==> src/hdl/dmat_pkg.sv <==
// dmat_pkg: shared types, codes and table helpers for the asid tlb
// no dependencies; imported by every module of the block
package dmat_pkg;

    localparam int unsigned SET_MAX_W = 12;

    localparam logic [2:0] REQ_LOOKUP    = 3'd0;
    localparam logic [2:0] REQ_INSERT    = 3'd1;
    localparam logic [2:0] REQ_FLUSH_VA  = 3'd2;
    localparam logic [2:0] REQ_FLUSH_CTX = 3'd3;
    localparam logic [2:0] REQ_FLUSH_ALL = 3'd4;

    localparam logic [2:0] TBL_DUR = 3'd0;
    localparam logic [2:0] TBL_DUW = 3'd1;
    localparam logic [2:0] TBL_DKR = 3'd2;
    localparam logic [2:0] TBL_DKW = 3'd3;
    localparam logic [2:0] TBL_IU  = 3'd4;
    localparam logic [2:0] TBL_IK  = 3'd5;
    localparam logic [2:0] TBL_IO  = 3'd6;
    localparam logic [2:0] TBL_MIX = 3'd7;

    localparam logic [2:0] GRP_DATA = 3'd0;
    localparam logic [2:0] GRP_INSN = 3'd1;

    typedef struct packed {
        logic [2:0]  req_type;
        logic [2:0]  acc_kind;
        logic [31:0] virt_addr;
        logic [7:0]  asid;
        logic [31:0] phys_addr;
        logic        phys_is_io;
        logic        page_has_code;
    } t_in_word;

    typedef struct packed {
        logic        hit;
        logic [31:0] phys_out;
    } t_out_word;

    typedef enum logic [1:0] {
        OP_LOOKUP,
        OP_INSERT,
        OP_FLUSH,
        OP_NOP
    } t_op;

    typedef enum logic [1:0] {
        FM_ADDR_ONE,
        FM_ADDR_UPTO,
        FM_CTX,
        FM_ALL
    } t_fmode;

    typedef struct packed {
        t_op                  op;
        t_fmode               fmode;
        logic [2:0]           tbl;
        logic                 grp;
        logic                 insn;
        logic [31:0]          va;
        logic [31:0]          pa;
        logic [7:0]           ctx;
        logic [SET_MAX_W-1:0] set;
    } t_cmd;

    typedef enum logic [1:0] {
        F_IDLE,
        F_MUL1,
        F_MUL2,
        F_FIN
    } t_fstate;

    typedef enum logic [3:0] {
        B_CLEAR,
        B_IDLE,
        B_LK_RD,
        B_LK_CMP,
        B_IN_RDK,
        B_IN_RDU,
        B_IN_CHK,
        B_IN_WK,
        B_IN_WU,
        B_IN_WM,
        B_IN_WO,
        B_FLUSH,
        B_DONE
    } t_bstate;

    // table at position idx of a flush group
    function automatic logic [2:0] grp_table(input logic grp, input logic [2:0] idx);
        logic [2:0] tbl;
        tbl = TBL_DUR;
        if (grp) begin
            tbl = idx[0] ? TBL_IK : TBL_IU;
        end else begin
            case (idx)
                3'd0:    tbl = TBL_DUR;
                3'd1:    tbl = TBL_DUW;
                3'd2:    tbl = TBL_DKR;
                3'd3:    tbl = TBL_DKW;
                3'd4:    tbl = TBL_IO;
                default: tbl = TBL_MIX;
            endcase
        end
        return tbl;
    endfunction

    function automatic logic [2:0] grp_last(input logic grp);
        return grp ? 3'd1 : 3'd5;
    endfunction

endpackage

==> src/hdl/dmat_fifo.sv <==
// dmat_fifo: two-entry command queue between front and back
// depends on dmat_pkg
module dmat_fifo (
    input  logic           i_clk,
    input  logic           i_rst_n,
    input  logic           i_push,
    input  dmat_pkg::t_cmd i_cmd,
    output logic           o_full,
    input  logic           i_pop,
    output logic           o_empty,
    output dmat_pkg::t_cmd o_cmd
);
    import dmat_pkg::*;

    t_cmd       r_mem [2];
    logic       r_wp, r_rp;
    logic [1:0] r_cnt;

    assign o_full  = (r_cnt == 2'd2);
    assign o_empty = (r_cnt == 2'd0);
    assign o_cmd   = r_mem[r_rp];

    always_ff @(posedge i_clk) begin
        if (!i_rst_n) begin
            r_wp  <= 1'b0;
            r_rp  <= 1'b0;
            r_cnt <= 2'd0;
        end else begin
            if (i_push) r_wp <= ~r_wp;
            if (i_pop)  r_rp <= ~r_rp;
            r_cnt <= r_cnt + 2'(i_push) - 2'(i_pop);
        end
    end

    always_ff @(posedge i_clk) begin
        if (i_push) begin
            r_mem[r_wp] <= i_cmd;
        end
    end

endmodule

==> config.mk <==
export PLATFORM = sky130hd
export DESIGN_NAME = dmat_fifo
export DESIGN_NICKNAME = d
export VERILOG_FILES = /design/src/hdl/dmat_pkg.sv /design/src/hdl/dmat_fifo.sv
export SDC_FILE = /design/constraint.sdc
export NUM_CORES = 1
export LEC_CHECK = 0
export ABC_AREA = 1
export BUFFER_PORTS_ARGS = -buffer_cell sky130_fd_sc_hd__buf_2
export CELL_PAD_IN_SITES_DETAIL_PLACEMENT = 0
export CELL_PAD_IN_SITES_GLOBAL_PLACEMENT = 2
export CORE_ASPECT_RATIO = 1.1
export CORE_MARGIN = 4
export CORE_UTILIZATION = 38
export DETAILED_ROUTE_END_ITERATION = 16
export PLACE_DENSITY = 0.78
export SETUP_SLACK_MARGIN = 0.4
export SYNTH_ARGS = -nofsm -noshare
export SYNTH_HDL_FRONTEND = slang
export SYNTH_SLANG_ARGS = --single-unit
export TNS_END_PERCENT = 30
==> constraint.sdc <==
create_clock -name i_clk -period 7.4 [get_ports i_clk]
set_input_delay 1.48 -clock i_clk [delete_from_list [all_inputs] [get_ports i_clk]]
set_output_delay 1.48 -clock i_clk [all_outputs]
set_load 0.01 [all_outputs]
# Word-level counts from Yosys, hierarchy flattened
# Memory sizes are Yosys's and may differ from the RTL's. A register that Yosys moved wholly into a read port is not among the register bits.
# Index checks and enable logic that the tools add are counted.
# Widths: inputs -> output; s select.
# totals
register_bits	4
latch_bits	0
ram_bits	186
mem_bits_ro	0
inputBits	97
elab_cells	14
n_memories	1
# memory_table
memory	depth	word_bits	rd	rd_clocked_by_memory_dff	write_ports	line_no	rtl
r_mem	2	93	1	1	1	dmat_fifo.sv:15	t_cmd r_mem [2];
# classes
n_addsub	2
n_mul	0
div_mod_pow	0
n_lt_le_gt_ge	0
n_eq_ne	1
shift	0
muxes	4
bitwise_logic	2
reduce_logical	1
# ops
cell	n
$mux 1	4
$add 2x1->2	1
$eq 2x2->1 const B	1
$logic_not 2->1	1
$not 1->1	2
$sub 2x1->2	1

# Logic depth before layout (Yosys ltp)
# Gate-level depths: netlist of the first run.
# depth
word_depth	3
depth_mapped	9
ltp_nobuf	9

# Worst setup path after synthesis of the first run
# Ideal clock, no wire load.
# synth_path
path_kind	input to register
start	input i_push
end	memory r_mem[0][0] (netlist name), enable pin
setup_ns	0.548
t_arrival_ns	5.414
path_slack_ns	1.438
stages	2
n_path_buf	0
cell_sequence	inv_1 nor2_1
# synth_via
elab_chain_len	2
# synth_rtl
element	line_no	rtl
start, declared	dmat_fifo.sv:6	input logic i_push,
$mux 1	dmat_fifo.sv:36	if (i_push) begin
$mux 1 (implied by the code)	dmat_fifo.sv:37	r_mem[r_wp] <= i_cmd;
end, declared	dmat_fifo.sv:15	
# No other way between the ends.

==> results, run 1 <==
- The run finished with clean final reports.
- The top cell type by area accounts for 77.4% of the synthesized area.
- The final core area utilization is 48.3%.
- The per-cell via count in the routed design is 4.53.
- The number of hold buffers added after CTS was 0.
- STA classifies the critical path startpoint as a flip-flop.
- Counting instances in the post-synthesis netlist gives the leading cell types as 186 x edfxtp_1, 70 x mux2_4, 23 x mux2_2, 9 x nor2_1, 8 x nand2_1.
- The worst setup skew after layout is 5.38 ps.
- In this run the number of H-tree levels came out at 4.
- The cell area that synthesis handed to floorplanning was 7220 µm².
- In this run the number of cells on the critical path is 3.
- The overall power is 2340 µW.
- The number of nets handed over by synthesis was ~420.
- Measured along the y axis, the die boundary spans 153 µm.
- The power density of the placed cells is 261 nW/µm².
- The slack of the worst reg-to-reg path is 5290 ps.
- The length of the first detailed-routing pass in iterations is 4.
- The final route contains approximately 3,500 vias.
- The number of register bits inferred by synthesis is ~190.
- The number of nets in the finished design is 625.
- Entering global routing, the biggest net connects 55 pins.
- After clock tree synthesis, the clock-pin slew on the worst setup and hold paths is 60 ps.
- Cells with a size suffix above 1 make up 59.7% of the layout.
- The maximum resistive drop on vdd is 0.133 mV.
- The average wire per standard cell is 17.1 µm.
- The total cell area at the placement stage is ~8400 µm².
- The die is 139 µm wide.
- The path class of the tightest hold or removal check is flip-flop to flip-flop.
- The met2 layer usage reported by global route is between 20% and 30%.
- The overall fraction of global-route tracks in use is between 10 and 15%.
- Once the floorplan was initialized, standard cells occupied 38.9% of the core.
- After global routing the overflow that remains totals 0.
- The root buffer selected by CTS is clkbuf_16.
- The layer with the highest usage after global routing is met2.
- Static timing analysis puts the maximum clock frequency at roughly 0.24 GHz.
- The worst slew margin relative to its limit is 36.7%.
- The tightest hold margin is 507 ps.
- The filler cells instantiated in the layout total 1,579.
- The wire length of the first global-routing pass is 20.5 mm.
- The pin slew with the least headroom to its limit is about 950 ps.
- The max-slew violation count is 0.
- The count of buffers from port buffering is 191.
- Row generation in the floorplan step produced 52 rows.
- In this run the post-CTS setup repair buffer count came out at 0.
- The floorplan core area is 18,500 µm².
- TritonCTS built the clock tree.
- Averaged over all synthesized cells, the footprint is 22.4 µm².
- The final critical path takes up 56.3% of the cycle.
- The hold-critical path depth is 2.
- During I/O placement, the number of pins put on the boundary was 192.
- The number of clock buffers added by TritonCTS is 17.
- The tree built by TritonCTS fans out to 191 sinks.
- Grouping stages by cell kind, the critical path spends the most delay in buffers and inverters.
- In the routed design, unresolved DRC markers number 0.
- The highest-delay cell along the critical path is buf_4.
- The category of the critical setup timing path is flip-flop to output port.
- The standby leakage power is 0.00352 µW.
- The endpoint required time on the critical path is 5920 ps.
- The critical path goes through buf_4 -> mux2_2 -> buf_2.
- The highest cell delay on the worst timing path is 820 ps.
- Across the run, the number of max-cap violations was 0.
- At the worst endpoint, the arrival time is between 2000 and 3000 ps.
- The synthesized design spends more area on one cell type than any other, namely edfxtp_1.
- The routability congestion estimate from global placement is 0.735.
- The repair_antennas step left the layout with diodes totalling 0.
- The setup total negative slack is 0 ps.
- The number of failing setup endpoints in the final timing report is 0.
- Once detail routing completed, the nets flagged for antenna violations numbered 0.
- The yosys synthesis warning count is 0.
- The startpoint identified for the worst hold timing path is r_rp.
- The via count of the first global-routing pass was 3,812.
- The die covers ~21,000 µm².
- The final standard cell area without fillers is roughly 9000 µm².
- Among all cell types in the netlist, the one instantiated most often is edfxtp_1.
- The length in cells of the worst reg-to-reg path is 3.
- The maximum count of clock buffers along a single path is 2.
- The gate count of the mapped netlist is 322.
- In this run, the number of DRC markers left after iteration 0 of detailed routing was 198.
- The most instantiated flip-flop cell in the synthesis netlist is edfxtp_1.
- The area overhead of the layout relative to synthesis is 24.2%.
- Global routing consumed, on the met3 layer, 4.68% of the routing resources.
- The number of hold-slack violations in the final timing report is 0.
- In this run, post-CTS repair resized a total of 0 instances.
- The worst setup path is captured at an output port.
- Along the worst path, the maximum fanout reaches 54.
- The startpoint of the worst-slack reg-to-reg timing path is r_wp.
- Setup repair after global routing left no endpoint under its margin.
- The routed wire length is 13.4 mm.
- Subtracting the final worst setup slack from the clock period gives 4170 ps.
- The detailed-placement wirelength estimate is 9.16 mm.
- The insertion delay to the later sink of the worst-skew pair is 420 ps.
- For met1 alone, demand over resource in global routing was 14.2%.
- The number of distinct library cells after synthesis is 13.
- The number of enable-type register cells in the synthesized netlist is 186.
- For this run, the register share of the synthesized area comes to about four fifths.
- The initial antenna violation count is 2.
- The number of buffers and inverters on the critical path is 2.
- The share of synthesized registers carrying an async set or reset is 0%.
- In the post-synthesis netlist, the biggest area contributors are edfxtp_1 77%, mux2_4 15%, mux2_2 3.6%.
[report_power, final]
group	internal, µW	total, µW	switching, µW	leakage (µW)
logic	121	236	116	0.00148
registers	1250	1270	22.4	0.00179
clock network	434	827	393	0.000253
[tightest hold or removal path: cells and delay by family (launching register included)]
| kind | cells | cell delay [ps] |
|---|---|---|
| simple gates | 2 | 140 |
| flops | 1 | 330 |
[cell usage in the layout (no fill, tap or decap), types with 3 or more instances in the layout]
cell / netlist / routed
buf_2: 2 / 191
buf_4: 1 / 4
clkbuf_16: 0 / 17
clkinv_2: 0 / 3
clkinvlp_4: 0 / 5
dfxtp_1: 5 / 4
edfxtp_1: 186 / 186
inv_1: 7 / 6
mux2_2: 23 / 23
mux2_4: 70 / 70
nand2_1: 8 / 8
nor2_1: 9 / 8
[worst paths after layout]
path	endpoint
setup / recovery	o_cmd[1]
hold / removal	flip-flop
hold reg to reg	flip-flop
setup reg to reg	r_mem[1][16]
[sequential cells by signal (all words and copies together) (netlist names), named ones only]
register / cells
r_mem: 186
r_rp: 1
r_wp: 1
r_cnt: 2
[cells by family (layout without fill, tap and decap cells)]
group	Yosys count	in the layout	share of synthesized area [%]
flops	191	191	78.8
fa+ha+maj	2	2	0.347
buf+inv	17	234	1.70
simple gates	18	18	0.953
mux	93	93	18.2
compound gates	1	1	0.0693
[per-stage QoR]
stage               worst slack (ps)  std cells
floorplan                       1440        322
global placement                3660        750
detailed placement              3600        750
CTS                             3130        782
global route                    3080        782
finish                          3230        782
[layer usage]
layer	routed length (µm)	vias to the layer above
met5	27	-
met2	6780	125
met1	5270	1721
met3	1080	23
li1	-	1667
met4	255	4
[area by class of cell]
cell class	count	area [µm²]	area share (%)
multi-input combinational	114	1420	15.8
clock inverter	15	114	1.27
timing repair buffer	195	986	11.0
sequential	191	5690	63.5
inverter	7	28.8	0.321
clock buffer	17	425	4.75
tap	243	304	3.39
Note: power is estimated with default switching activity, not from simulation.
==> run 2, diff against run 1 <==
--- a/config.mk
+++ b/config.mk
@@ -11,9 +11,9 @@
 export CELL_PAD_IN_SITES_GLOBAL_PLACEMENT = 2
 export CORE_ASPECT_RATIO = 1.1
 export CORE_MARGIN = 4
-export CORE_UTILIZATION = 38
+export CORE_UTILIZATION = 35
 export DETAILED_ROUTE_END_ITERATION = 16
-export PLACE_DENSITY = 0.78
+export PLACE_DENSITY = 0.76
 export SETUP_SLACK_MARGIN = 0.4
 export SYNTH_ARGS = -nofsm -noshare
 export SYNTH_HDL_FRONTEND = slang
==> constraint.sdc (replaced) <==
create_clock -name i_clk -period 3.3 [get_ports i_clk]
set_input_delay 0.66 -clock i_clk [delete_from_list [all_inputs] [get_ports i_clk]]
set_output_delay 0.66 -clock i_clk [all_outputs]
set_load 0.01 [all_outputs]
==> results, run 2 (synthesis results as in run 1) <==
- The die outline width is 145 µm (+4.0%).
- The via total after detailed routing is 3,529 (-0.31%).
- The setup total negative slack was 0 ps (unchanged).
- The wire length of the first global-routing pass is 20.7 mm (+1.2%).
- The area overhead of the layout relative to synthesis is 26.4%.
- The most common library cell in the layout ignoring fill and taps is buf_2.
- The fraction of final layout cells sized beyond drive strength 1 is 59.3% (-0.48 points).
- The post-CTS setup-driven buffer insertion count is 0 (unchanged).
- The clock slew at the register clock pins of the worst setup and hold paths is 70 ps (about the same).
- After layout, the worst path uses between 80% and 90% of the clock period.
- The insertion delay to the later sink of the worst-skew pair is 410 ps (about the same).
- The startpoint identified for the worst hold timing path is i_cmd[25].
- The routability congestion estimate from global placement was 0.746 (+1.4%).
- The total die area is 23,000 µm² (+8.1%).
- The count of buffers from port buffering came to 191 (unchanged).
- The length in cells of the worst reg-to-reg path is 3 (unchanged).
- The data arrival time of the critical path is 2030 ps (-660 ps).
- The clock net sink count is 191 (unchanged).
- The max-slew violation count came to 0 (unchanged).
- The count of pins on the block boundary is 192 (unchanged).
- The peak fanout along the critical path is 37 (-31%).
- The slack of the worst reg-to-reg path was 1640 ps (-3650 ps).
- The power density of the placed cells was 615 nW/µm² (+140%).
- The final core area utilization is 45.5% (-2.9 points).
- The number of H-tree levels is 4 (unchanged).
- The overall fraction of global-route tracks in use is 11.7% (-0.72 points).
- The floorplan core area is 20,100 µm² (+8.2%).
- The highest cell delay on the worst timing path is 740 ps (-80 ps).
- The number of flip-flops in the largest register came to 186 (unchanged).
- The number of hold-slack violations in the final timing report came to 0 (unchanged).
- The detailed-placement wirelength estimate is 9.31 mm (+1.6%).
- The number of nets in the finished design was 626 (+0.16%).
- The largest registers in the layout are r_mem x186, r_cnt x2.
- The maximum count of clock buffers along a single path was 2 (unchanged).
- The sink of the worst hold path is r_mem[1][25].
- The total of max-cap violations is 0 (unchanged).
- TritonCTS built the clock tree.
- The endpoint of the worst register-to-register path is r_mem[1][10].
- The clock period could shrink to 2690 ps.
- The detailed-route DRC error count is 0 (unchanged).
- The fmax is between 0.3 and 0.4 GHz.
- The remaining antenna violation count is 0 (unchanged).
- The worst setup skew after layout is 6.68 ps (+1.30 ps).
- The pin slew with the least headroom to its limit came to 673 ps (-277 ps).
- Setup repair after global routing left no endpoint under its margin.
- The number of failing setup endpoints in the final timing report came to 0 (unchanged).
- The layer with the highest usage after global routing is met2.
- The sort of element at the start of the critical path is a flip-flop.
- The total CTS buffers was 17 (unchanged).
- The final standard cell area without fillers is 9120 µm² (+1.8%).
- The number of gates given a new drive strength after cts is 0 (unchanged).
- The initial antenna violation count came to 2 (unchanged).
- The worst register-to-register path begins at r_wp.
- The length of the first detailed-routing pass in iterations came to 4 (unchanged).
- The standby leakage power is 0.00359 µW (+1.9%).
- The die height is 159 µm (+4.0%).
- The worst setup path is captured at an output port.
- The met3 track demand over resource in global routing is 4.78% (+0.11 points).
- The worst slew margin relative to its limit is 55.2% (+18 points).
- The met1 layer usage reported by global route is 13.2% (-1.0 points).
- The met2 layer usage reported by global route was 20.4% (-0.70 points).
- The remaining global-route overflow came to 0 (unchanged).
- The overall power came to 5610 µW (+140%).
- The number of placed instances with taps included was 760 (+1.3%).
- In the layout the commonest cells are 191 x buf_2, 186 x edfxtp_1, 70 x mux2_4, 23 x mux2_2, 17 x clkbuf_16.
- The number of placement rows was 54 (+3.8%).
- The number of non-filler instances in the completed layout is 793 (+1.4%).
- The routed wire length is 13.6 mm (+1.5%).
- The per-cell via count in the routed design is 4.45 (-1.7%).
- The most flop-heavy register is r_mem.
- The category of the critical setup timing path is flip-flop to output port.
- The largest individual stage delay along the critical path comes from the cell dfxtp_4.
- The path class of the tightest hold or removal check is input port to flip-flop.
- The initial core utilization is 36.0% (-3.0 points).
- The hold-critical path depth came to 1 (-1).
- The root buffer selected by CTS is clkbuf_16.
- The maximum resistive drop on vdd is 0.346 mV (+160%).
- The pin count of the biggest net entering global routing is 64 (+16%).
- The via count of the first global-routing pass is 3,874 (+1.6%).
- Traced cell by cell, the critical path runs through buf_12 -> mux2_2 -> buf_2.
- The number of DRC markers in iteration 0 is 147 (-26%).
- The endpoint required time on the critical path was 2640 ps (-3280 ps).
- The number of hold-repair buffers added at the cts stage was 0 (unchanged).
- The flow ran to the end, and the final reports show no timing, DRC or antenna violations.
- The total cell area at the placement stage came to 8480 µm² (+0.67%).
- The average wire per standard cell is 17.2 µm (about the same).
-- run 2: cell types whose count changed in the layout (fill, tap and decap cells not counted), moves of 3 or more --
cell,change
clkbuf_1,+3
clkinv_2,-3
buf_12,+3
clkinvlp_4,-3
bufinv_16,+5
-- run 2: cell type report --
class                           count  area [µm²]
Inverter                            7        28.8
Clock inverter                     12         204
Multi-Input combinational cell    114        1420
Antenna cell                        1        2.50
Clock buffer                       20         437
Sequential cell                   191        5690
Timing Repair Buffer              196        1030
Fill cell                        1758       10900
Tap cell                          252         315
-- run 2: per-layer routing --
metal / up-vias / part of all wire (%)
met5: - / 0.051
met4: 2 / 1.7
met3: 17 / 7.4
met2: 122 / 52
met1: 1722 / 39
li1: 1666 / -
-- run 2: worst max-delay path, delay by kind of cell (launching register included) --
family,cells,cell delay (ps)
multiplexers,1,370
flip-flops,1,740
buffers and inverters,2,460
-- run 2: per-stage QoR --
stage	worst slack [ps]	hold slack, ps
after floorplan	319	463
after global placement	1020	482
after detailed placement	994	491
after CTS	529	401
after global routing	483	394
final	609	431
-- run 2: power breakdown --
group	leakage (µW)	switching (µW)	internal [µW]	total (µW)
Sequential	0.00179	47.1	2810	2850
Combinational	0.00150	263	276	539
Clock	0.000304	863	1350	2220
Total	0.00359	1170	4440	5610
-- run 2: worst max path at each step --
stage,start,to,cells after the start
final,flip-flop,o_cmd[2],3
after global placement,flip-flop,o_cmd[4],3
after detailed placement,flip-flop,o_cmd[8],3
after CTS,flip-flop,o_cmd[8],3
after floorplan,i_push,r_mem[1][0],2
after global routing,flip-flop,o_cmd[3],3
