[src/hdl/dmat_pkg.sv]
// dmat_pkg: shared types, codes and table helpers for the asid tlb
// no dependencies; imported by every module of the block
package dmat_pkg;

    localparam int unsigned SET_MAX_W = 12;

    localparam logic [2:0] REQ_LOOKUP    = 3'd0;
    localparam logic [2:0] REQ_INSERT    = 3'd1;
    localparam logic [2:0] REQ_FLUSH_VA  = 3'd2;
    localparam logic [2:0] REQ_FLUSH_CTX = 3'd3;
    localparam logic [2:0] REQ_FLUSH_ALL = 3'd4;

    localparam logic [2:0] TBL_DUR = 3'd0;
    localparam logic [2:0] TBL_DUW = 3'd1;
    localparam logic [2:0] TBL_DKR = 3'd2;
    localparam logic [2:0] TBL_DKW = 3'd3;
    localparam logic [2:0] TBL_IU  = 3'd4;
    localparam logic [2:0] TBL_IK  = 3'd5;
    localparam logic [2:0] TBL_IO  = 3'd6;
    localparam logic [2:0] TBL_MIX = 3'd7;

    localparam logic [2:0] GRP_DATA = 3'd0;
    localparam logic [2:0] GRP_INSN = 3'd1;

    typedef struct packed {
        logic [2:0]  req_type;
        logic [2:0]  acc_kind;
        logic [31:0] virt_addr;
        logic [7:0]  asid;
        logic [31:0] phys_addr;
        logic        phys_is_io;
        logic        page_has_code;
    } t_in_word;

    typedef struct packed {
        logic        hit;
        logic [31:0] phys_out;
    } t_out_word;

    typedef enum logic [1:0] {
        OP_LOOKUP,
        OP_INSERT,
        OP_FLUSH,
        OP_NOP
    } t_op;

    typedef enum logic [1:0] {
        FM_ADDR_ONE,
        FM_ADDR_UPTO,
        FM_CTX,
        FM_ALL
    } t_fmode;

    typedef struct packed {
        t_op                  op;
        t_fmode               fmode;
        logic [2:0]           tbl;
        logic                 grp;
        logic                 insn;
        logic [31:0]          va;
        logic [31:0]          pa;
        logic [7:0]           ctx;
        logic [SET_MAX_W-1:0] set;
    } t_cmd;

    typedef enum logic [1:0] {
        F_IDLE,
        F_MUL1,
        F_MUL2,
        F_FIN
    } t_fstate;

    typedef enum logic [3:0] {
        B_CLEAR,
        B_IDLE,
        B_LK_RD,
        B_LK_CMP,
        B_IN_RDK,
        B_IN_RDU,
        B_IN_CHK,
        B_IN_WK,
        B_IN_WU,
        B_IN_WM,
        B_IN_WO,
        B_FLUSH,
        B_DONE
    } t_bstate;

    // table at position idx of a flush group
    function automatic logic [2:0] grp_table(input logic grp, input logic [2:0] idx);
        logic [2:0] tbl;
        tbl = TBL_DUR;
        if (grp) begin
            tbl = idx[0] ? TBL_IK : TBL_IU;
        end else begin
            case (idx)
                3'd0:    tbl = TBL_DUR;
                3'd1:    tbl = TBL_DUW;
                3'd2:    tbl = TBL_DKR;
                3'd3:    tbl = TBL_DKW;
                3'd4:    tbl = TBL_IO;
                default: tbl = TBL_MIX;
            endcase
        end
        return tbl;
    endfunction

    function automatic logic [2:0] grp_last(input logic grp);
        return grp ? 3'd1 : 3'd5;
    endfunction

endpackage

[src/hdl/dmat_front.sv]
// dmat_front: accepts request words, reduces set and context, classifies
// depends on dmat_pkg
module dmat_front #(
    parameter int CONTEXTS   = 256,
    parameter int SETS       = 64,
    parameter int PAGE_SHIFT = 12
) (
    input  logic              i_clk,
    input  logic              i_rst_n,
    input  logic              i_valid,
    output logic              o_ready,
    input  dmat_pkg::t_in_word i_word,
    output logic              o_push,
    input  logic              i_full,
    output dmat_pkg::t_cmd    o_cmd
);
    import dmat_pkg::*;

    localparam int X_W   = 32 - PAGE_SHIFT;
    localparam int CTX_W = $clog2(CONTEXTS);
    localparam logic [32:0] RECIP = 33'h1_0000_0000 / SETS;
    localparam logic [12:0] SETS_C = 13'(SETS);

    t_fstate             r_state, n_state;
    t_in_word            r_word;
    logic [X_W+32:0]     r_prod;
    logic [X_W:0]        r_qs;
    logic [X_W-1:0]      w_x;
    logic [X_W:0]        w_q;
    logic [X_W:0]        w_rem;
    logic [X_W:0]        w_set;
    logic [CTX_W-1:0]    w_ctx_tab [256];
    logic [CTX_W-1:0]    w_ctx;
    logic [CTX_W-1:0]    w_actx;
    t_cmd                w_cmd;

    assign w_x   = r_word.virt_addr[31:PAGE_SHIFT];
    assign w_q   = r_prod[X_W+32:32];
    assign w_rem = {1'b0, w_x} - r_qs;
    assign w_set = (w_rem >= (X_W+1)'(SETS_C)) ? w_rem - (X_W+1)'(SETS_C) : w_rem;

    // constant residue table for context reduction
    always_comb begin
        for (int k = 0; k < 256; k++) begin
            w_ctx_tab[k] = CTX_W'(k % CONTEXTS);
        end
    end

    assign w_ctx  = w_ctx_tab[r_word.asid];
    assign w_actx = w_ctx_tab[r_word.virt_addr[7:0]];

    always_comb begin
        w_cmd       = '0;
        w_cmd.op    = OP_NOP;
        w_cmd.fmode = FM_ALL;
        w_cmd.va    = r_word.virt_addr;
        w_cmd.pa    = r_word.phys_addr;
        w_cmd.ctx   = 8'(w_ctx);
        w_cmd.set   = SET_MAX_W'(w_set);
        w_cmd.tbl   = r_word.acc_kind;
        w_cmd.grp   = r_word.acc_kind[0];
        w_cmd.insn  = (r_word.acc_kind == TBL_IU) || (r_word.acc_kind == TBL_IK);
        case (r_word.req_type)
            REQ_LOOKUP: begin
                w_cmd.op = OP_LOOKUP;
            end
            REQ_INSERT: begin
                w_cmd.op = OP_INSERT;
                if (((r_word.acc_kind == TBL_DUW) || (r_word.acc_kind == TBL_DKW))
                        && r_word.page_has_code) begin
                    w_cmd.tbl = TBL_MIX;
                end
                if (r_word.phys_is_io) begin
                    w_cmd.tbl = TBL_IO;
                end
            end
            REQ_FLUSH_VA: begin
                w_cmd.ctx = 8'(w_actx);
                w_cmd.fmode = (w_actx == '0) ? FM_ADDR_UPTO : FM_ADDR_ONE;
                if ((r_word.acc_kind == GRP_DATA) || (r_word.acc_kind == GRP_INSN)) begin
                    w_cmd.op = OP_FLUSH;
                end
            end
            REQ_FLUSH_CTX: begin
                w_cmd.fmode = FM_CTX;
                if ((r_word.acc_kind == GRP_DATA) || (r_word.acc_kind == GRP_INSN)) begin
                    w_cmd.op = OP_FLUSH;
                end
            end
            REQ_FLUSH_ALL: begin
                w_cmd.fmode = FM_ALL;
                if ((r_word.acc_kind == GRP_DATA) || (r_word.acc_kind == GRP_INSN)) begin
                    w_cmd.op = OP_FLUSH;
                end
            end
            default: begin
                w_cmd.op = OP_NOP;
            end
        endcase
    end

    always_comb begin
        n_state = r_state;
        case (r_state)
            F_IDLE:  if (i_valid) n_state = F_MUL1;
            F_MUL1:  n_state = F_MUL2;
            F_MUL2:  n_state = F_FIN;
            F_FIN:   if (!i_full) n_state = F_IDLE;
            default: n_state = F_IDLE;
        endcase
    end

    always_comb begin
        o_ready = (r_state == F_IDLE);
        o_push  = (r_state == F_FIN) && !i_full;
        o_cmd   = w_cmd;
    end

    always_ff @(posedge i_clk) begin
        if (!i_rst_n) begin
            r_state <= F_IDLE;
        end else begin
            r_state <= n_state;
        end
    end

    always_ff @(posedge i_clk) begin
        if ((r_state == F_IDLE) && i_valid) begin
            r_word <= i_word;
        end
        if (r_state == F_MUL1) begin
            r_prod <= (X_W+33)'(w_x) * (X_W+33)'(RECIP);
        end
        if (r_state == F_MUL2) begin
            r_qs <= w_q * (X_W+1)'(SETS_C);
        end
    end

endmodule

[config.mk]
export PLATFORM = sky130hd
export DESIGN_NAME = dmat_front
export DESIGN_NICKNAME = d
export VERILOG_FILES = /design/src/hdl/dmat_pkg.sv /design/src/hdl/dmat_front.sv
export SDC_FILE = /design/constraint.sdc
export NUM_CORES = 1
export LEC_CHECK = 0
export BUFFER_PORTS_ARGS = -buffer_cell sky130_fd_sc_hd__buf_2
export CAP_MARGIN = 25
export CORE_MARGIN = 2
export CORE_UTILIZATION = 54
export CTS_BUF_LIST = sky130_fd_sc_hd__clkbuf_4 sky130_fd_sc_hd__clkbuf_8 sky130_fd_sc_hd__clkbuf_16
export DETAILED_ROUTE_END_ITERATION = 10
export MAX_ROUTING_LAYER = met4
export PLACE_DENSITY = 0.9
export SETUP_SLACK_MARGIN = 0.5
export SLEW_MARGIN = 40
export SYNTH_ARGS = -nofsm -noshare
export SYNTH_HDL_FRONTEND = slang
export SYNTH_SLANG_ARGS = --single-unit
[constraint.sdc]
create_clock -name i_clk -period 6.47 [get_ports i_clk]
set_input_delay 1.294 -clock i_clk [delete_from_list [all_inputs] [get_ports i_clk]]
set_output_delay 1.294 -clock i_clk [all_outputs]
set_load 0.005 [all_outputs]
After elaboration in Yosys (flattened, before gate mapping) --
Memory sizes are Yosys's and may differ from the RTL's. Index checks and enable logic that the tools add are counted.
Word-level totals: flip-flop bits (word level) 116, bits in read-only memories 4096, input bits 84, output and inout port bits 95, memories 2
Operators by class: add/sub/neg operators 2, $lt $le $gt $ge 3, eq/ne operators 13, muxes and demuxes 16, bitwise logic cells 2, reduce and logical (&&, ||, !) cells 13
Memory list:
- (no name shown) | depth 256, bits a word 8, rd ports 1, clocked after memory_dff 0, write ports 0, RTL line dmat_front.sv:50 | assign w_actx = w_ctx_tab[r_word.virt_addr[7:0]];
- (no name shown) | depth 256, bits a word 8, rd ports 1, clocked after memory_dff 0, write ports 0, RTL line dmat_front.sv:49 | assign w_ctx = w_ctx_tab[r_word.asid];
Operators with widths (count):
- 8-bit two-way mux | 5
- 21-bit by 7-bit >= comparator with 1-bit output, second input constant | 1
- 20-bit by 20-bit subtractor with 21-bit output | 1
- 9-bit >= comparator, second input constant | 2
- 8-bit NOT with 9-bit output | 2
- 12-bit two-way mux | 1
- 12-bit by 7-bit subtractor with 12-bit output, second input constant | 1
- 3-bit by 2-bit == test with 1-bit output, second input constant | 3
- 3-bit == test, second input constant | 3
- 3-bit two-way mux | 3
- 8-bit zero test | 1
- 2-bit case mux with 4 select lines | 1
- 3-bit by 1-bit == test with 1-bit output, second input constant | 2
- 3-bit zero test | 2
- 2-bit case mux with 3 select lines | 1
- 2-bit == test, second input constant | 2
- 2-bit two-way mux | 2
- 2-bit inequality test, second input constant | 2
- 2-bit case mux with 2 select lines | 1
- 1-bit logical AND | 3
- 1-bit logical OR | 3
- 3-bit OR reduction | 1
- 2-bit by 1-bit == test with 1-bit output, second input constant | 1
- 2-bit zero test | 1
- 3 further kinds | 4

Depth between registers and ports, before layout --
Gate-level depths: netlist (run 1).
word-level depth 7, gate-level depth with buffers 11

Least setup slack after synthesis (run 1) --
Ideal clock, no wire load.
path type register to output, start point register r_word, in the netlist o_cmd[70], end point output o_cmd[11] in the netlist's numbering, data arrival time 2626 ps, data required time 5176 ps, path slack 2550 ps, stages on the path, launching flop included 12, cells stage by stage edfxtp_1 > inv_1 > ha_1 > fa_1 > nor2b_4 > o22ai_2 > xnor2_1 > or3b_1 > nor4_2 > nand3b_1 > nor4_4 > o31ai_1
RTL lines:
- from (decl) | RTL line dmat_front.sv:25 | t_in_word r_word;
- from (signal assigned) | RTL line dmat_front.sv:129 | r_word <= i_word;
- to (decl) | RTL line dmat_front.sv:15 | output dmat_pkg::t_cmd o_cmd

==> impl_metrics.yaml, run 1 <==
setup_path:
  crit_buf_inv: 2
  cp_cell_sequence: "inv_1, ha_1, fa_1, nor2b_4, o22ai_2, xnor2_1, or3b_1, nor4_2, nand3b_1, nor4_4, o31ai_1, buf_2"
  cp-start-kind: "flop"
  cp.required_ns: 5.18
  path_max_fanout: 5
  timing.setup.critical_path_class: "reg -> out"
  critPathTopFamily: "simple AND/OR/NAND/NOR gates"
  crit_start: "o_cmd[70]$_DFFE_PP_"
  end_kind: "output pin"
  arrival_ns: 3.44
  reg2reg_from: "r_state[0]$_SDFFE_PN0P_"
  crit_slowest_cell: "fa_1"
  crit_path_max_incr_delay_ns: 0.49
yosys:
  postSynthCellCount: 359
  yosysWarningCount: 0
  ys_seq_area_share_pct: 64.5
  synth_edf_count: 108
  async_reset_ff_share_pct: 0
  synth_seq_cells: 110
  ys.flop_type: "edfxtp_1"
  syn_nets: 464
  yosysUniqueCellTypes: 56
  synth_area_um2: 5090
  syn_avg_cell_area_um2: 14.2
global_routing:
  gr-total-overflow: 0
  grt_pass1_wl_um: 14100
  grt_use_total_pct: 18.6
  antenna_found_initial: 0
  grt_max_degree: 47
  grt_pass1_vias: 3041
placement:
  portBuffers: 178
  place.gp.congestion: 0.854
  detailedPlace.worstSlack_ns: 2.15
  dp_hpwl_um: 7340
detailed_routing:
  via_per_inst: 5.23
  ant_nets: 0
  drc: 0
  drt_pass1_iterations: 5
  drt_iter0_drc: 77
  wl_met2_um: 4770
  routed_wl_um: 9490
  wl_met1_um: 3820
  wl_per_cell_um: 16.0
  num_vias: 3102
  top_layer_used: "met4"
  wl_met3_um: 627
clock_network:
  clk_latency_ns: 0.36
  ctsResizeCount: 0
  cts_tree: "done"
  cts.sinks: 110
  cts_hold_buf: 0
  cts_buffers: 9
  post_cts_buffers: 0
  clk_transition_reported_paths_ns: 0.11
  clockBufferDepth: 2
  htreeDepth: 3
  cts-root-buf: "clkbuf_8"
timing:
  final.setup.tns_ns: 0
  period_needed_ns: 4.73
  finalCritPeriodShare_pct: 73.2
  worst_slack_ns: 1.74
  rsz0062_at_grt: "no"
  finalHoldViolations: 0
  setup_viol: 0
  timing.fmax_ghz: 0.211
  final_max_slew_viol_count: 0
  skew_ns: 0.0173
  worstMarginPinSlew_ns: 0.714
  timing.slew.headroom_pct: 52.2
  timing.hold.ws_ns: 0.429
cells_and_area:
  multi_input_comb_area_um2: 1180
  post-route-util_pct: 63.2
  regArea_um2: 3280
  final_common_cell: "buf_2"
  diodes: 0
  final_cell_mix: "178 x buf_2, 108 x edfxtp_1, 27 x inv_1, 20 x ha_1, 14 x nor2_1"
  n_fill_cell: 707
  layout.nets: 582
  layout-drive-gt1-share_pct: 44.4
  syn2layout_area_growth_pct: 14.2
floorplanning:
  die_height_um: 101
  die-area_um2: 10200
  pin_count: 179
  die_w_um: 101
  fp-row-count: 35
  core_um2: 9200
  start_util_pct: 55.3
pwr:
  peakVddDrop_mv: 0.220
  pwr_density_cell_nw_per_um2: 416
  p_leak_uw: 0.00245
status:
  status: "finished clean"
flow_run:
  maxCapViolCount: 0
worst_hold_path:
  min_from: "r_prod[43]$_DFFE_PN_"
  worstHoldPathType: "reg -> reg"
[cells by family (layout without fill, tap and decap cells)]
family / count (synthesis) / after routing / share of synthesized area [%]
AOI/OAI and AO/OA: 47 / 47 / 6.69
buffers and inverters: 99 / 222 / 12.5
DFF: 110 / 110 / 64.5
muxes: 10 / 10 / 2.16
and+or+nand+nor: 63 / 63 / 7.10
xor gates and xnor gates: 9 / 9 / 1.70
adders and majority gates: 21 / 21 / 5.31
[stage by stage]
step | cells | cell area, µm² | power, µW
after detailed placement | 577 | 5610 | 2040
after CTS | 593 | 5810 | 2430
final | 593 | 5810 | 2420
after global routing | 593 | 5810 | 2570
after global placement | 576 | 5590 | 1980
after floorplan | 359 | 5090 | 1820
[area by class of cell]
class | instances | area share [%]
flip-flops and latches | 110 | 56.5
inverters | 27 | 1.74
clock inverters | 7 | 1.33
well taps | 111 | 2.39
clock buffers | 9 | 2.13
multi-input cells | 150 | 20.2
repair buffers | 179 | 15.7
[power by group]
part / leakage (µW) / internal (µW) / switching [µW] / total (µW)
registers: 0.00104 / 1040 / 83.7 / 1130
clock network: 0.000103 / 153 / 246 / 399
logic: 0.00131 / 380 / 513 / 894
[layer usage]
| layer | vias up | global-route usage, % |
|---|---|---|
| met2 | 146 | 30.9 |
| li1 | 1468 | - |
| met1 | 1470 | 21.9 |
| met5 | - | - |
| met4 | 0 | 6.65 |
| met3 | 18 | 4.85 |
[cells in the mapped netlist, types with 5 or more instances]
cell type	number	area [µm²]
edfxtp_1	108	3240
buf_4	71	533
inv_1	27	101
ha_1	20	250
nor2_1	14	52.6
nand2_1	13	48.8
a21oi_1	10	50.1
mux2_2	8	90.1
nor2b_1	6	37.5
o21ai_0	6	30.0
nor3_1	5	25.0
[flip-flops by register name, indices dropped and copies added, names as in the netlist]
| name | count |
|---|---|
| r_word | 15 |
| r_prod | 14 |
| r_state | 2 |
| r_qs | 14 |
| o_cmd | 65 |
[final timing paths]
kind / to / cells past startpoint / slack, ns
max reg2reg: r_word[77]$_DFFE_PP_ / 4 / 4.67
max: o_cmd[9] / 12 / 1.74
min reg2reg: r_qs[17]$_DFFE_PP_ / 0 / 0.43
min: r_qs[17]$_DFFE_PP_ / 0 / 0.43
(Power assumes the default switching activity.)
==> inputs of run 2 (changes only) <==
- ABC_AREA: not set -> 1
- CORE_UTILIZATION: 54 -> 46
- PLACE_DENSITY: 0.9 -> 0.8
- clock period: 6.47 -> 3.9 ns (I/O delays scaled with it)
==> impl_metrics.yaml, run 2 <==
pwr:
  combPwrFrac_pct: 41.3
  p_seq_share_pct: 38.3
  switchingPower_uw: 1710
  swShare_pct: 35.7
  pwr_density_cell_nw_per_um2: 725
  peakVddDrop_mv: 0.305
  p_leak_uw: 0.00302
  clockPowerShare_pct: 20.4
  intPower_uw: 3080
yosys:
  netlist_top_cells_count: "108 x edfxtp_1, 91 x nand2_1, 76 x inv_1, 71 x buf_4, 34 x nor2_1"
  syn_nets: 610
  synthTopCellsByArea: "edfxtp_1 59%, buf_4 9.7%, nand2_1 6.2%, inv_1 5.2%, ha_1 4.6%"
  yosysWarningCount: 0
  synth_edf_count: 108
  synth_top_area_cell: "edfxtp_1"
  postSynthCellCount: 505
  ys_seq_area_share_pct: 59.8
  yosysUniqueCellTypes: 29
  synth_most_common_cell: "edfxtp_1"
  synth_top_area_share_pct: 59.0
  synth_seq_cells: 110
  ys.flop_type: "edfxtp_1"
  synth_area_um2: 5490
  syn_avg_cell_area_um2: 10.9
  async_reset_ff_share_pct: 0
placement:
  place.gp.congestion: 0.841
  detailedPlace.worstSlack_ns: 0.818
  dp_hpwl_um: 8320
  portBuffers: 178
cells_and_area:
  final_common_cell: "buf_2"
  final_cell_mix: "178 x buf_2, 108 x edfxtp_1, 88 x nand2_1, 73 x inv_1, 31 x nor2_1"
  n_fill_cell: 965
  layout.nets: 734
  syn2layout_area_growth_pct: 20.4
  largest_register_ffs: 65
  layout-drive-gt1-share_pct: 41.5
  diodes: 0
clock_network:
  cts.sinks: 110
  cts_tree: "done"
  cts_buffers: 9
  clk_transition_reported_paths_ns: 0.07
  cts_hold_buf: 0
  clockBufferDepth: 2
  clk_latency_ns: 0.34
  htreeDepth: 3
  cts-root-buf: "clkbuf_16"
timing:
  rsz0062_at_grt: "yes"
  final.setup.tns_ns: 0
  worst_slack_ns: 0.631
  timing.fmax_ghz: 0.306
  skew_ns: 0.00880
  finalCritPeriodShare_pct: 83.8
  worstMarginPinSlew_ns: 0.725
  final_max_slew_viol_count: 0
  finalHoldViolations: 0
  setup_viol: 0
  timing.slew.headroom_pct: 51.7
  period_needed_ns: 3.27
setup_path:
  crit_buf_inv: 3
  arrival_ns: 2.49
  cp_common_cell: "nand2_4"
  timing.setup.critical_path_class: "reg -> out"
  r2r_slack_ns: 1.92
  crit_path_max_incr_delay_ns: 0.42
  crit_slowest_cell: "fa_2"
  end_kind: "output pin"
  critPathTopFamily: "simple AND/OR/NAND/NOR gates"
  cp_cell_sequence: "inv_1, ha_2, fa_2, inv_4, nand3_4, nand2_4, nand2_2, nand2_4, nand2_4, nor3_2, nand3_1, nor2_4, nor2_1, buf_2"
  cp-start-kind: "flop"
  cp.required_ns: 3.12
  path_max_fanout: 4
flow_run:
  maxCapViolCount: 0
detailed_routing:
  drt_iter0_drc: 142
  routed_wl_um: 10700
  wl_per_cell_um: 13.8
  via_per_inst: 4.66
  drc: 0
  drt_pass1_iterations: 4
  num_vias: 3617
  ant_nets: 0
floorplanning:
  die_w_um: 113
  core_um2: 11500
  start_util_pct: 47.7
  pin_count: 179
  die-area_um2: 12800
  die_height_um: 113
  fp-row-count: 39
global_routing:
  antenna_found_initial: 0
  grt_pass1_vias: 3634
  gr-total-overflow: 0
  grt_pass1_wl_um: 16900
  grt_max_degree: 45
  grt_use_total_pct: 17.5
status:
  status: "finished clean"
worst_hold_path:
  worstHoldPathType: "reg -> reg"
## run 2: cell count changes in the layout (fill, tap and decap cells not counted), moves of 8 or more
| cell | before | now |
|---|---|---|
| nand2_1 | 13 | 88 |
| nor2_2 | 0 | 8 |
| clkbuf_8 | 9 | 0 |
| clkbuf_16 | 0 | 9 |
| nand2_2 | 0 | 14 |
| nand3_1 | 4 | 18 |
| nand4_1 | 1 | 14 |
| nor2_1 | 14 | 31 |
| ha_1 | 20 | 10 |
| ha_4 | 0 | 8 |
| inv_1 | 27 | 73 |
## run 2: kinds of logic (layout without fill, tap and decap cells)
family | Yosys count | count (layout) | synth area share [%]
AND/OR/NAND/NOR | 194 | 194 | 16.6
buffers and inverters | 151 | 280 | 15.2
AO/OA/AOI/OAI | 22 | 22 | 2.16
flip-flops | 110 | 110 | 59.8
multiplexers | 2 | 2 | 0.410
XOR/XNOR | 5 | 5 | 0.934
adder cells (fa/ha/maj) | 21 | 21 | 4.92
## run 2: metrics by stage
stage	instance area, µm²	hold slack (ns)	total power (µW)	std cells	utilization, %
2_1_floorplan	5490	0.400	3220	505	-
3_3_place_gp	6050	0.402	3600	755	52.5
3_5_place_dp	6050	0.406	3650	755	52.5
4_1_cts	6380	0.419	4650	771	55.4
5_1_grt	6610	0.434	5160	777	57.4
6_report	6610	0.420	4790	777	57.4
## run 2: metal layers
layer / track usage [%] / wire length (µm) / part of all wire (%) / vias to the layer above
li1: - / - / - / 1837
met1: 19.9 / 4350 / 41 / 1640
met2: 29.7 / 5450 / 51 / 127
met3: 4.87 / 724 / 6.8 / 13
met4: 6.26 / 180 / 1.7 / 0
met5: - / 0 / 0 / -
## run 2: power by group through the flow
stage / Combinational (µW) / Sequential [µW] / Clock (µW)
floorplan: 1390 / 1830 / 0
global placement: 1750 / 1840 / 0
detailed placement: 1800 / 1860 / 0
CTS: 1810 / 1830 / 1010
global route: 2240 / 1870 / 1040
finish: 1980 / 1840 / 977
## run 2: cell type report
| type | count | area (µm²) | share of cell area, % |
|---|---|---|---|
| sequential | 110 | 3280 | 49.6 |
| timing repair buffer | 185 | 956 | 14.5 |
| clock inverter | 6 | 93.8 | 1.42 |
| inverter | 79 | 300 | 4.54 |
| clock buffer | 10 | 233 | 3.52 |
| multi-input combinational | 244 | 1570 | 23.7 |
| tap | 143 | 179 | 2.71 |
## run 2: what timing repair did
item / CTS / global route
hold endpoints to repair: 0 / 0
setup endpoints to repair: 6 / 6
gates resized for setup: 2 / 37
buffers inserted: 0 / 6
pin swaps: 1 / 11
## run 2: path summary, 6_finish.rpt
kind,cells after the start,to,startpoint
setup / recovery,14,o_cmd[9],o_cmd[70]$_DFFE_PP_
hold / removal,0,r_qs[10]$_DFFE_PP_,r_prod[36]$_DFFE_PN_
setup reg to reg,5,o_cmd[40]$_DFFE_PP_,r_state[0]$_SDFFE_PN0P_
hold reg to reg,0,r_qs[10]$_DFFE_PP_,r_prod[36]$_DFFE_PN_
==> inputs of run 3 (changes only) <==
- ABC_AREA: 1 -> 0
- CORE_UTILIZATION: 46 -> 45
- clock period: 3.9 -> 2.9 ns (I/O delays scaled with it)
==> impl_metrics.yaml, run 3 (synthesis results as in run 1) <==
global_routing:
  gr-total-overflow: 0
  grt_pass1_wl_um: 15600
  antenna_found_initial: 0
  grt_pass1_vias: 3326
  grt_max_degree: 39
  grt_use_total_pct: 17.8
pwr:
  intPower_uw: 4070
  p_seq_share_pct: 41.3
  p_leak_uw: 0.00269
  combPwrFrac_pct: 39.9
  pwr_density_cell_nw_per_um2: 970
  p_total_uw: 6090
  clockPowerShare_pct: 18.8
  peakVddDrop_mv: 0.661
  swShare_pct: 33.2
  switchingPower_uw: 2020
setup_path:
  r2r-end: "o_cmd[67]$_DFFE_PP_"
  end_kind: "output pin"
  cp.required_ns: 2.32
  rr_worst_depth: 4
  critPathTopFamily: "simple AND/OR/NAND/NOR gates"
  reg2reg_from: "r_state[0]$_SDFFE_PN0P_"
  timing.setup.critical_path_class: "reg -> out"
  crit_path_max_incr_delay_ns: 0.40
  crit_slowest_cell: "or3b_4"
  crit_buf_inv: 4
  cp_common_cell: "buf_4"
  path_max_fanout: 2
  arrival_ns: 2.97
  cp-start-kind: "flop"
  r2r_slack_ns: 1.05
  cp_cell_sequence: "inv_1, ha_2, fa_2, buf_4, xor2_2, nand3_2, or3b_4, nor4_4, buf_4, nand3b_1, o41ai_2, a41oi_1, buf_2"
clock_network:
  cts_tree: "done"
  clockBufferDepth: 2
  cts-root-buf: "clkbuf_16"
  htreeDepth: 3
  cts.sinks: 110
  cts_buffers: 9
  cts_hold_buf: 0
  clk_latency_ns: 0.33
  clk_transition_reported_paths_ns: 0.07
cells_and_area:
  layout-drive-gt1-share_pct: 50.1
  largest_register_ffs: 65
  post-route-util_pct: 57.4
  final_common_cell: "buf_2"
  final_cell_mix: "178 x buf_2, 108 x edfxtp_1, 38 x buf_4, 27 x inv_1, 19 x ha_1"
  diodes: 0
  syn2layout_area_growth_pct: 23.3
  layout.nets: 619
worst_hold_path:
  hold_end: "o_cmd[71]$_DFFE_PP_"
  holdPathStages: 1
  min_from: "i_word[61]"
  worstHoldPathType: "in -> reg"
timing:
  worstMarginPinSlew_ns: 0.727
  timing.fmax_ghz: 0.282
  period_needed_ns: 3.55
  final_max_slew_viol_count: 0
  rsz0062_at_grt: "yes"
  worst_slack_ns: -0.646
  finalHoldViolations: 0
  finalCritPeriodShare_pct: 122
  timing.slew.headroom_pct: 51.5
  skew_ns: 0.00560
  setup_viol: 6
floorplanning:
  pin_count: 179
  start_util_pct: 46.5
  die_w_um: 110
  die-area_um2: 12200
  core_um2: 10900
  die_height_um: 110
  fp-row-count: 38
status:
  status: "finished, violations left"
  violations: "setup timing"
detailed_routing:
  via_per_inst: 4.90
  wl_per_cell_um: 16.0
  num_vias: 3226
  drc: 0
  ant_nets: 0
  drt_iter0_drc: 200
  routed_wl_um: 10500
  drt_pass1_iterations: 4
flow_run:
  maxCapViolCount: 0
placement:
  portBuffers: 178
  detailedPlace.worstSlack_ns: -0.439
  dp_hpwl_um: 8160
  place.gp.congestion: 0.815
==> run 3: cell types whose count changed in the layout (fill, tap and decap cells not counted), moves of 6 or more <==
| cell | delta |
|---|---|
| buf_4 | +32 |
| ha_1 | +9 |
| ha_4 | -8 |
| inv_1 | -46 |
| mux2_2 | +6 |
| nand2_1 | -75 |
| nand2_2 | -14 |
| nand3_1 | -14 |
| nand3_2 | -6 |
| nand4_1 | -13 |
| nor2_1 | -17 |
| nor2_2 | -8 |
| nor2b_1 | +6 |
==> run 3: how the worst max path moves through the flow <==
stage / startpoint / to / slack (ns) / cells past startpoint
floorplan: o_cmd[70]$_DFFE_PP_ / o_cmd[8] / -0.09 / 11
global placement: o_cmd[70]$_DFFE_PP_ / o_cmd[8] / -0.21 / 12
detailed placement: o_cmd[70]$_DFFE_PP_ / o_cmd[8] / -0.44 / 12
CTS: o_cmd[70]$_DFFE_PP_ / o_cmd[8] / -0.67 / 12
global route: o_cmd[70]$_DFFE_PP_ / o_cmd[8] / -0.81 / 12
finish: o_cmd[70]$_DFFE_PP_ / o_cmd[10] / -0.65 / 13
==> run 3: per-layer routing <==
metal | global-route usage, % | vias to the layer above | share of wire, %
li1 | - | 1542 | -
met1 | 18.7 | 1546 | 37
met2 | 33.4 | 130 | 56
met3 | 3.29 | 8 | 5.9
met4 | 5.98 | 0 | 1.1
met5 | - | - | 0
==> run 3: timing repair <==
item,in CTS,in global routing
pin swaps,6,3
endpoints found under the hold margin,0,0
setup endpoints to repair,6,6
setup buffers,2,2
gates resized for setup,6,7
==> run 3: area by class of cell <==
type	count	area [µm²]
well taps	140	175
flip-flops and latches	110	3280
clock inverters	6	45.0
fillers	893	4660
inverters	27	101
repair buffers	216	1180
multi-input cells	150	1260
clock buffers	10	233
==> run 3: power by group through the flow <==
stage               clock [µW]  combinational (µW)  sequential, µW
floorplan                    0                1560            2490
global placement             0                2210            2520
detailed placement           0                2290            2550
CTS                       1180                2370            2520
global route              1240                2670            2560
finish                    1150                2430            2520
==> run 3: metrics by stage <==
stage | TNS (ns) | instance area [µm²] | std cells | hold WS, ns
after global placement | -1.16 | 5880 | 639 | 0.401
final | -3.66 | 6280 | 659 | 0.412
after CTS | -3.86 | 6220 | 657 | 0.399
after detailed placement | -2.11 | 5880 | 639 | 0.405
after global routing | -4.78 | 6280 | 659 | 0.398
after floorplan | -0.337 | 5100 | 359 | 0.400
